[src/sv/edn_pkg.sv]
// Package: widths, sequencer states and shared types of the distance core.
`timescale 1ns / 1ps
package edn_pkg;

  localparam int unsigned CoordW  = 16;
  localparam int unsigned MagW    = 16;
  localparam int unsigned SqW     = 2 * MagW;
  localparam int unsigned SumW    = 43;
  localparam int unsigned RadW    = SumW + 1;
  localparam int unsigned ResW    = RadW / 2;
  localparam int unsigned RemW    = ResW + 3;
  localparam int unsigned IterCnt = ResW;
  localparam int unsigned CntW    = $clog2(IterCnt);

  localparam logic [ResW-1:0] RootMax = ResW'(2965820);

  typedef enum logic [1:0] {
    ST_IDLE,
    ST_SQUARE,
    ST_ACCUM,
    ST_ROOT
  } edn_state_e;

  typedef struct packed {
    logic busy;
    logic done;
  } edn_sqrt_stat_t;

endpackage

[src/sv/edn_isqrt.sv]
// Iterative integer square root, two radicand bits per cycle.
`timescale 1ns / 1ps
module edn_isqrt (
  input  logic                          clk_i,
  input  logic                          rst_ni,
  input  logic                          start_i,
  input  logic [edn_pkg::SumW-1:0]      radicand_i,
  output edn_pkg::edn_sqrt_stat_t       status_o,
  output logic [edn_pkg::ResW-1:0]      root_o
);
  import edn_pkg::*;

  logic            busy_q, busy_d;
  logic            done_q, done_d;
  logic [CntW-1:0] cnt_q, cnt_d;
  logic [RadW-1:0] rad_q, rad_d;
  logic [RemW-1:0] rem_q, rem_d;
  logic [ResW-1:0] root_q, root_d;

  logic [RemW-1:0] rem_sh;
  logic [RemW-1:0] trial;
  logic            fits;

  // One restoring step: bring down two bits, try (root << 2) | 1.
  assign rem_sh = {rem_q[RemW-3:0], rad_q[RadW-1 -: 2]};
  assign trial  = {1'b0, root_q, 2'b01};
  assign fits   = (rem_sh >= trial);

  always_comb begin
    busy_d = busy_q;
    done_d = done_q;
    cnt_d  = cnt_q;
    rad_d  = rad_q;
    rem_d  = rem_q;
    root_d = root_q;
    if (start_i) begin
      busy_d = 1'b1;
      done_d = 1'b0;
      cnt_d  = '0;
      rad_d  = {1'b0, radicand_i};
      rem_d  = '0;
      root_d = '0;
    end else if (busy_q) begin
      rad_d  = {rad_q[RadW-3:0], 2'b00};
      rem_d  = fits ? (rem_sh - trial) : rem_sh;
      root_d = {root_q[ResW-2:0], fits};
      cnt_d  = cnt_q + CntW'(1);
      if (cnt_q == CntW'(IterCnt - 1)) begin
        busy_d = 1'b0;
        done_d = 1'b1;
      end
    end
  end

  always_ff @(posedge clk_i or negedge rst_ni) begin
    if (!rst_ni) begin
      busy_q <= 1'b0;
      done_q <= 1'b0;
      cnt_q  <= '0;
    end else begin
      busy_q <= busy_d;
      done_q <= done_d;
      cnt_q  <= cnt_d;
    end
  end

  always_ff @(posedge clk_i) begin
    rad_q  <= rad_d;
    rem_q  <= rem_d;
    root_q <= root_d;
  end

  assign status_o.busy = busy_q;
  assign status_o.done = done_q;
  assign root_o        = root_q;

endmodule

[src/sv/euclidean_distance_nd_core.sv]
// Top level: streaming N-dimensional Euclidean distance on Q8.8 coordinates.
`timescale 1ns / 1ps
// Each input item carries one coordinate of each vector (signed Q8.8). The core
// squares the difference and adds it to a 43-bit Q27.16 running sum that
// saturates at its all-ones value. An item with last set closes the vector:
// its own term is added, the sum is cleared, and one result item follows with
// floor(sqrt(sum)), which is the distance in unsigned Q14.8. The core takes one
// item at a time: an item without last occupies it while the difference is
// captured, squared and accumulated; an item with last also while the
// square-root unit runs one iteration per root bit and then until the root is
// loaded into the output register. The result waits in that register while
// the next item is already taken; a new root is stored only once the previous
// result has left.
module euclidean_distance_nd_core (
  input  logic                         clk_i,
  input  logic                         rst_ni,
  input  logic                         in_valid_i,
  output logic                         in_ready_o,
  input  logic [edn_pkg::CoordW-1:0]   coord_a_i,
  input  logic [edn_pkg::CoordW-1:0]   coord_b_i,
  input  logic                         last_i,
  output logic                         out_valid_o,
  input  logic                         out_ready_i,
  output logic [edn_pkg::ResW-1:0]     dist_res_o
);
  import edn_pkg::*;

  edn_state_e      state_q, state_d;
  logic [MagW-1:0] mag_q;
  logic            last_q;
  logic [SqW-1:0]  sq_q;
  logic [SumW-1:0] sum_q, sum_d;
  logic            out_valid_q, out_valid_d;
  logic [ResW-1:0] dist_res_q;

  logic              in_take;
  logic              sqrt_start;
  logic              out_load;
  logic [CoordW:0]   diff;
  logic [MagW-1:0]   mag_d;
  logic [SumW:0]     sum_add;
  logic [SumW-1:0]   sum_sat;
  logic [ResW-1:0]   root;
  edn_sqrt_stat_t    sqrt_stat;

  // Exact 17-bit difference, then its magnitude (fits 16 bits unsigned).
  assign diff  = {coord_a_i[CoordW-1], coord_a_i} - {coord_b_i[CoordW-1], coord_b_i};
  assign mag_d = diff[CoordW] ? MagW'(-diff) : diff[MagW-1:0];

  // Add the registered square; clamp at all ones on carry out.
  assign sum_add = {1'b0, sum_q} + (SumW + 1)'(sq_q);
  assign sum_sat = sum_add[SumW] ? {SumW{1'b1}} : sum_add[SumW-1:0];

  // Sequencer: next state.
  always_comb begin
    state_d = state_q;
    case (state_q)
      ST_IDLE:   if (in_valid_i) state_d = ST_SQUARE;
      ST_SQUARE: state_d = ST_ACCUM;
      ST_ACCUM:  state_d = last_q ? ST_ROOT : ST_IDLE;
      ST_ROOT:   if (out_load) state_d = ST_IDLE;
      default:   state_d = ST_IDLE;
    endcase
  end

  // Sequencer: control outputs.
  always_comb begin
    in_ready_o = 1'b0;
    sqrt_start = 1'b0;
    out_load   = 1'b0;
    case (state_q)
      ST_IDLE:   in_ready_o = 1'b1;
      ST_SQUARE: ;
      ST_ACCUM:  sqrt_start = last_q;
      // Hold the root until the output register is free.
      ST_ROOT:   out_load = sqrt_stat.done && (!out_valid_q || out_ready_i);
      default:   ;
    endcase
  end

  assign in_take = in_valid_i && in_ready_o;

  // Clear the sum when the vector closes; its final value goes to the root unit.
  always_comb begin
    sum_d = sum_q;
    if (state_q == ST_ACCUM) begin
      sum_d = last_q ? '0 : sum_sat;
    end
  end

  always_comb begin
    out_valid_d = out_valid_q;
    if (out_load) begin
      out_valid_d = 1'b1;
    end else if (out_ready_i) begin
      out_valid_d = 1'b0;
    end
  end

  edn_isqrt u_isqrt (
    .clk_i      (clk_i),
    .rst_ni     (rst_ni),
    .start_i    (sqrt_start),
    .radicand_i (sum_sat),
    .status_o   (sqrt_stat),
    .root_o     (root)
  );

  always_ff @(posedge clk_i or negedge rst_ni) begin
    if (!rst_ni) begin
      state_q     <= ST_IDLE;
      sum_q       <= '0;
      out_valid_q <= 1'b0;
    end else begin
      state_q     <= state_d;
      sum_q       <= sum_d;
      out_valid_q <= out_valid_d;
    end
  end

  // Payload registers: capture on take, square in the following cycle, load the result on out_load.
  always_ff @(posedge clk_i) begin
    if (in_take) begin
      mag_q  <= mag_d;
      last_q <= last_i;
    end
    if (state_q == ST_SQUARE) begin
      sq_q <= SqW'(mag_q) * SqW'(mag_q);
    end
    if (out_load) begin
      dist_res_q <= root;
    end
  end

  assign out_valid_o = out_valid_q;
  assign dist_res_o  = dist_res_q;

endmodule

[config.mk]
export PLATFORM = sky130hd
export DESIGN_NAME = euclidean_distance_nd_core
export DESIGN_NICKNAME = d
export VERILOG_FILES = /design/src/sv/edn_pkg.sv /design/src/sv/edn_isqrt.sv /design/src/sv/euclidean_distance_nd_core.sv
export SDC_FILE = /design/constraint.sdc
export NUM_CORES = 1
export LEC_CHECK = 0
export BUFFER_PORTS_ARGS = -buffer_cell sky130_fd_sc_hd__buf_2
export CAP_MARGIN = 15
export CORE_ASPECT_RATIO = 1.75
export CORE_MARGIN = 2
export CORE_UTILIZATION = 30
export CTS_CLUSTER_DIAMETER = 100
export CTS_CLUSTER_SIZE = 25
export DETAILED_ROUTE_END_ITERATION = 8
export HOLD_SLACK_MARGIN = 0.06
export SLEW_MARGIN = 5
export SYNTH_ARGS = -nofsm -noshare
export SYNTH_HDL_FRONTEND = slang
export SYNTH_HIERARCHICAL = 1
export SYNTH_SLANG_ARGS = --single-unit
[constraint.sdc]
create_clock -name clk_i -period 7.2 [get_ports clk_i]
set_input_delay 1.44 -clock clk_i [delete_from_list [all_inputs] [get_ports clk_i]]
set_output_delay 1.44 -clock clk_i [all_outputs]
set_load 0.01 [all_outputs]
==> results of run 1 <==
==> how the worst min path moves through the flow <==
stage                              endpoint  depth (start not counted)               start  slack (ns)
after CTS                 u_isqrt/rem_q[21]                          2   u_isqrt/rem_q[21]        0.50
after global placement             sum_q[0]                          2            sum_q[0]        0.48
final                     u_isqrt/rem_q[21]                          2   u_isqrt/rem_q[21]        0.50
after floorplan              dist_res_o[21]                          0  u_isqrt/root_o[21]        0.43
after detailed placement      dist_res_o[4]                          0   u_isqrt/root_o[4]        0.48
after global routing          dist_res_o[4]                          0   u_isqrt/root_o[4]        0.52
==> stage by stage <==
stage / area (µm²) / util (%) / total power [mW] / instances
detailed placement: 21000 / 32.2 / 1.45 / 2966
floorplan: 19800 / - / 1.41 / 2085
finish: 21500 / 32.9 / 2.20 / 2992
global route: 21500 / 32.9 / 2.30 / 2992
CTS: 21400 / 32.8 / 2.24 / 2987
global placement: 21000 / 32.2 / 1.45 / 2966
==> worst max-delay path, cell delays in order, from the launching register on <==
cell and delay, ns:
edfxtp_1 0.77, nand2_1 0.18, fa_1 0.60, inv_1 0.07
fa_1 0.52, fa_1 0.52, fa_1 0.51, fa_1 0.54
inv_1 0.05, fa_1 0.52, inv_1 0.04, ha_1 0.37
nand3_1 0.13, nor2_1 0.13, and3_1 0.16, o2111ai_1 0.14
a211o_1 0.36, a311o_1 0.30, a21oi_1 0.33, a311oi_1 0.17
xnor2_1 0.14
==> registers in the layout, summed over array words and instances, names as in the netlist <==
| register | count |
|---|---|
| mag_q | 16 |
| u_isqrt/cnt_q | 5 |
| state_q | 2 |
| u_isqrt/root_o | 22 |
| out_valid_o | 1 |
| last_q | 1 |
| sum_q | 43 |
| u_isqrt/busy_q | 1 |
| dist_res_o | 22 |
| u_isqrt/done_q | 1 |
| sq_q | 31 |
| u_isqrt/rem_q | 23 |
| u_isqrt/rad_q | 44 |
==> cell type report <==
type	count	area [µm²]
well taps	882	1100
clock inverters	4	45.0
flip-flops and latches	212	5640
clock buffers	17	340
fillers	6640	43800
repair buffers	82	485
multi-input cells	1465	12600
inverters	330	1240
==> power groups by stage <==
stage               sequential (mW)  clock [mW]  combinational (mW)
global route                   1.27       0.852               0.172
finish                         1.27       0.777               0.151
global placement               1.30           0               0.150
detailed placement             1.30           0               0.152
floorplan                      1.30           0               0.113
CTS                            1.27       0.814               0.153
==> cell usage in the layout (no fill, tap or decap), drive strengths merged, types with 43 or more instances in the layout <==
| master | count |
|---|---|
| dfrtp | 53 |
| and2 | 56 |
| nor2 | 143 |
| xnor2 | 67 |
| mux2 | 43 |
| nand2 | 188 |
| ha | 176 |
| o21ai | 61 |
| dfxtp | 46 |
| edfxtp | 113 |
| a21oi | 95 |
| inv | 331 |
| fa | 165 |
| buf | 82 |
==> metal layers <==
| layer | global-route usage, % | up-vias | share of wire, % |
|---|---|---|---|
| met1 | 13.7 | 7192 | 38 |
| li1 | - | 7094 | - |
| met5 | 0 | - | 0 |
| met2 | 27.1 | 271 | 55 |
| met4 | 6.75 | 0 | 4.9 |
| met3 | 0.821 | 109 | 2.3 |
==> impl_metrics.py, run 1 <==
metrics = {
    "worst_setup_path": {
        "cp.required_ns": 7.42,
        "rr_worst_depth": 20,
        "startpoint_type": "flip-flop",
        "cp.arrival_ns": 7.04,
        "worstPathMaxFanout": 19,
        "r2r_slack_ns": 0.38,
        "reg2reg_to": "sq_q[30]",
        "r2r_start": "mag_q[1]",
        "endpoint": "sq_q[30]",
        "critical_path_class": "flip-flop to flip-flop",
        "crit_path_end_kind": "flip-flop",
        "startpoint": "mag_q[1]",
    },
    "detailed_routing": {
        "vias": 14700,
        "drt-initial-drc-count": 666,
        "dr.pass1.iters": 5,
        "ant_nets": 0,
        "drc": 0,
        "wl_per_cell_um": 15.1,
        "wl_mm": 45.2,
        "via_per_inst": 4.90,
    },
    "min_path": {
        "min_path_type": "flip-flop to flip-flop",
    },
    "clock_tree": {
        "cts_tree": "done",
        "numCtsBuffers": 13,
        "cts_root_buf": "clkbuf_16",
        "insertion_delay_ns": 0.48,
        "cts_hold_buffers": 0,
        "postCtsResizedCells": 0,
        "clock_path_buffers": 3,
        "cts.clk_slew.worst_paths_ns": 0.10,
        "cts_setup_buffers": 0,
        "cts.sinks": 212,
        "h-tree-depth": 1,
    },
    "global_routing": {
        "grt_pass1_vias": 15800,
        "grtUsageTotal_pct": 13.4,
        "overflow": 0,
        "grt_max_degree": 73,
        "antenna_found_initial": 0,
        "grt_pass1_wl_mm": 75.6,
    },
    "synth": {
        "ys_warn_count": 6,
        "synth_nets": 2463,
        "avgSynthCellArea_um2": 9.52,
        "synth_cells": 2085,
        "syn_area_mm2": 0.0198,
    },
    "power_and_ir_drop": {
        "power.density_mw_per_mm2": 102,
        "peakVddDrop_mv": 0.109,
        "power_frac_seq_pct": 57.8,
        "p_int_mw": 1.69,
        "power.switching_mw": 0.512,
        "pwr-share-comb_pct": 6.9,
        "leakage_nw": 9.74,
        "p_clk_share_pct": 35.3,
        "switching_share_pct": 23.3,
    },
    "sta": {
        "tns_ns": 0,
        "max_freq_ghz": 0.147,
        "maxSlewHeadroom_pct": 23.9,
        "final.period_utilization_pct": 94.7,
        "setup_ws_ns": 0.384,
        "hold_violations": 0,
        "fin_skew_ns": 0.0229,
        "worst_pin_slew_ns": 1.13,
        "rsz0062_at_grt": "no",
        "timing.hold.ws_ns": 0.497,
        "drv_slew": 0,
        "setup_viol": 0,
        "finalCriticalPeriod_ns": 6.82,
    },
    "die": {
        "coreArea_mm2": 0.0653,
        "start_util_pct": 30.4,
        "rows": 124,
        "ios": 61,
        "die_h_um": 344,
        "die_x_um": 198,
        "die_area_mm2": 0.0683,
    },
    "place": {
        "dp_hpwl_mm": 35.9,
        "port_buffers": 60,
        "dp_slack_ns": 0.374,
        "gp_congestion": 0.895,
    },
    "status": {
        "status": "complete, no violations",
    },
    "cells_and_area": {
        "layout-drive-gt1-share_pct": 8.58,
        "diodes": 0,
        "nets": 2482,
        "syn_to_final_growth_pct": 8.31,
    },
    "job": {
        "maxCapViolations": 0,
    },
}
No activity file was read; power rests on OpenSTA's default activity.
==> run 2, diff against run 1 <==
==> constraint.sdc (replaced) <==
create_clock -name clk_i -period 8.17 [get_ports clk_i]
set_input_delay 1.634 -clock clk_i [delete_from_list [all_inputs] [get_ports clk_i]]
set_output_delay 1.634 -clock clk_i [all_outputs]
set_load 0.01 [all_outputs]
==> impl_metrics.py, run 2 (synthesis results as in run 1) <==
metrics = {
    "detailed_routing": {
        "wl_per_cell_um": 15.2,
        "dr.pass1.iters": 5,
        "drt-initial-drc-count": 629,
        "wl_mm": 45.5,
        "drc": 0,
        "vias": 14600,
        "via_per_inst": 4.90,
        "ant_nets": 0,
    },
    "die": {
        "rows": 124,
        "ios": 61,
        "die_x_um": 198,
        "coreArea_mm2": 0.0653,
        "die_h_um": 344,
        "die_area_mm2": 0.0683,
        "start_util_pct": 30.4,
    },
    "global_routing": {
        "grtUsageTotal_pct": 13.5,
        "overflow": 0,
        "use_met3_pct": 1.02,
        "grtUsageMet2_pct": 27.4,
        "antenna_found_initial": 0,
        "grt_pass1_wl_mm": 75.9,
        "grtUsageMet1_pct": 14.1,
        "grt-busiest-layer": "met2",
        "grt_pass1_vias": 15700,
        "grt_max_degree": 73,
    },
    "sta": {
        "timing.hold.ws_ns": 0.499,
        "maxSlewHeadroom_pct": 40.2,
        "setup_viol": 0,
        "final.period_utilization_pct": 85.4,
        "rsz0062_at_grt": "no",
        "finalCriticalPeriod_ns": 6.97,
        "drv_slew": 0,
        "worst_pin_slew_ns": 0.893,
        "hold_violations": 0,
        "max_freq_ghz": 0.143,
        "tns_ns": 0,
        "fin_skew_ns": 0.0275,
    },
    "worst_setup_path": {
        "crit_chain": "and2_1, fa_1, inv_1, fa_1, inv_1, fa_1, fa_1, fa_1, inv_1, fa_1, inv_1, ha_1, nand3_1, nor2_1, and3_1, o2111ai_1, a211o_1, a311o_1, a21oi_1, a311oi_1, xnor2_1",
        "worstPathMaxFanout": 18,
        "cp.required_ns": 8.41,
        "max_stage_delay_ns": 0.71,
        "crit_path_frequent_cell": "fa_1",
        "startpoint_type": "flip-flop",
        "cp.arrival_ns": 7.22,
        "cp_slowest_cell": "edfxtp_1",
        "crit_path_end_kind": "flip-flop",
        "critical_path_class": "flip-flop to flip-flop",
    },
    "min_path": {
        "min_path_type": "flip-flop to flip-flop",
    },
    "cells_and_area": {
        "nets": 2471,
        "fin_util_pct": 32.8,
        "final_cell_mix": "inv_1 (328), nand2_1 (184), ha_1 (176), fa_1 (165), nor2_1 (140)",
        "syn_to_final_growth_pct": 8.03,
        "layout_commonest_cell": "inv_1",
        "top_regs": "u_isqrt/rad_q x44, sum_q x43, sq_q x31",
        "largest_reg_flops": 44,
        "diodes": 0,
        "regMostFlops": "u_isqrt/rad_q",
        "fill_cells": 6717,
        "layout-drive-gt1-share_pct": 8.15,
    },
    "clock_tree": {
        "numCtsBuffers": 13,
        "h-tree-depth": 1,
        "cts.clk_slew.worst_paths_ns": 0.10,
        "clock_path_buffers": 3,
        "cts_setup_buffers": 0,
        "cts_hold_buffers": 0,
        "cts.sinks": 212,
        "cts_tree": "done",
        "postCtsResizedCells": 0,
        "insertion_delay_ns": 0.50,
        "cts_root_buf": "clkbuf_16",
    },
    "place": {
        "dp_hpwl_mm": 36.0,
        "gp_congestion": 0.882,
        "port_buffers": 60,
    },
    "power_and_ir_drop": {
        "peakVddDrop_mv": 0.0850,
        "leakage_nw": 9.70,
        "power.density_mw_per_mm2": 91.4,
    },
    "status": {
        "status": "complete, no violations",
    },
    "job": {
        "maxCapViolations": 0,
    },
}
[run 2: cell count changes in the layout (fill, tap and decap cells not counted), sizes merged]
cell,delta
buf,-12
clkbuf,+2
inv,-2
clkinv,+1
[run 2: final cells by class]
| class | instances | area, µm² | area share, % |
|---|---|---|---|
| Clock inverter | 3 | 45.0 | 0.210 |
| Inverter | 330 | 1240 | 5.78 |
| Multi-Input combinational cell | 1465 | 12600 | 59.0 |
| Clock buffer | 18 | 354 | 1.65 |
| Timing Repair Buffer | 71 | 413 | 1.93 |
| Tap cell | 882 | 1100 | 5.15 |
| Sequential cell | 212 | 5640 | 26.3 |
[run 2: layer usage]
layer	up-vias	wire length (µm)
li1	7067	-
met1	7188	17200
met2	268	25400
met3	85	1250
met4	0	1530
met5	-	0
[run 2: final timing paths]
| kind | startpoint | end | slack (ns) | depth (start not counted) |
|---|---|---|---|---|
| worst max register to register | mag_q[4] | sq_q[30] | 1.20 | 21 |
| worst max-delay path | mag_q[4] | sq_q[30] | 1.20 | 21 |
| max in group asynchronous | rst_ni | u_isqrt/busy_q | 6.30 | 2 |
| min in group asynchronous | rst_ni | sum_q[37] | 1.27 | 2 |
| worst min register to register | u_isqrt/root_o[10] | dist_res_o[10] | 0.50 | 0 |
| worst min-delay path | u_isqrt/root_o[10] | dist_res_o[10] | 0.50 | 0 |
[run 2: through the flow]
step | power [mW] | setup slack [ns] | instance area [µm²] | instances
floorplan | 1.25 | 1.69 | 19800 | 2085
global placement | 1.28 | 1.26 | 21000 | 2957
detailed placement | 1.28 | 1.13 | 21000 | 2957
CTS | 1.99 | 1.13 | 21400 | 2978
global route | 2.04 | 0.760 | 21400 | 2981
finish | 1.96 | 1.20 | 21400 | 2981
[run 2: where the power goes]
group	internal [mW]	total, mW	switching [mW]
Sequential	1.12	1.12	0
Clock	0.318	0.704	0.387
Combinational	0.0575	0.133	0.0752
Total	1.50	1.96	0.462
[run 2: critical path: cells and delay by family, from the launching register on]
family | cells | cell delay, ns
adders and majority gates | 7 | 3.49
xor gates and xnor gates | 1 | 0.15
buffers and inverters | 4 | 0.19
DFF | 1 | 0.71
and+or+nand+nor | 4 | 0.83
AOI/OAI and AO/OA | 5 | 1.36
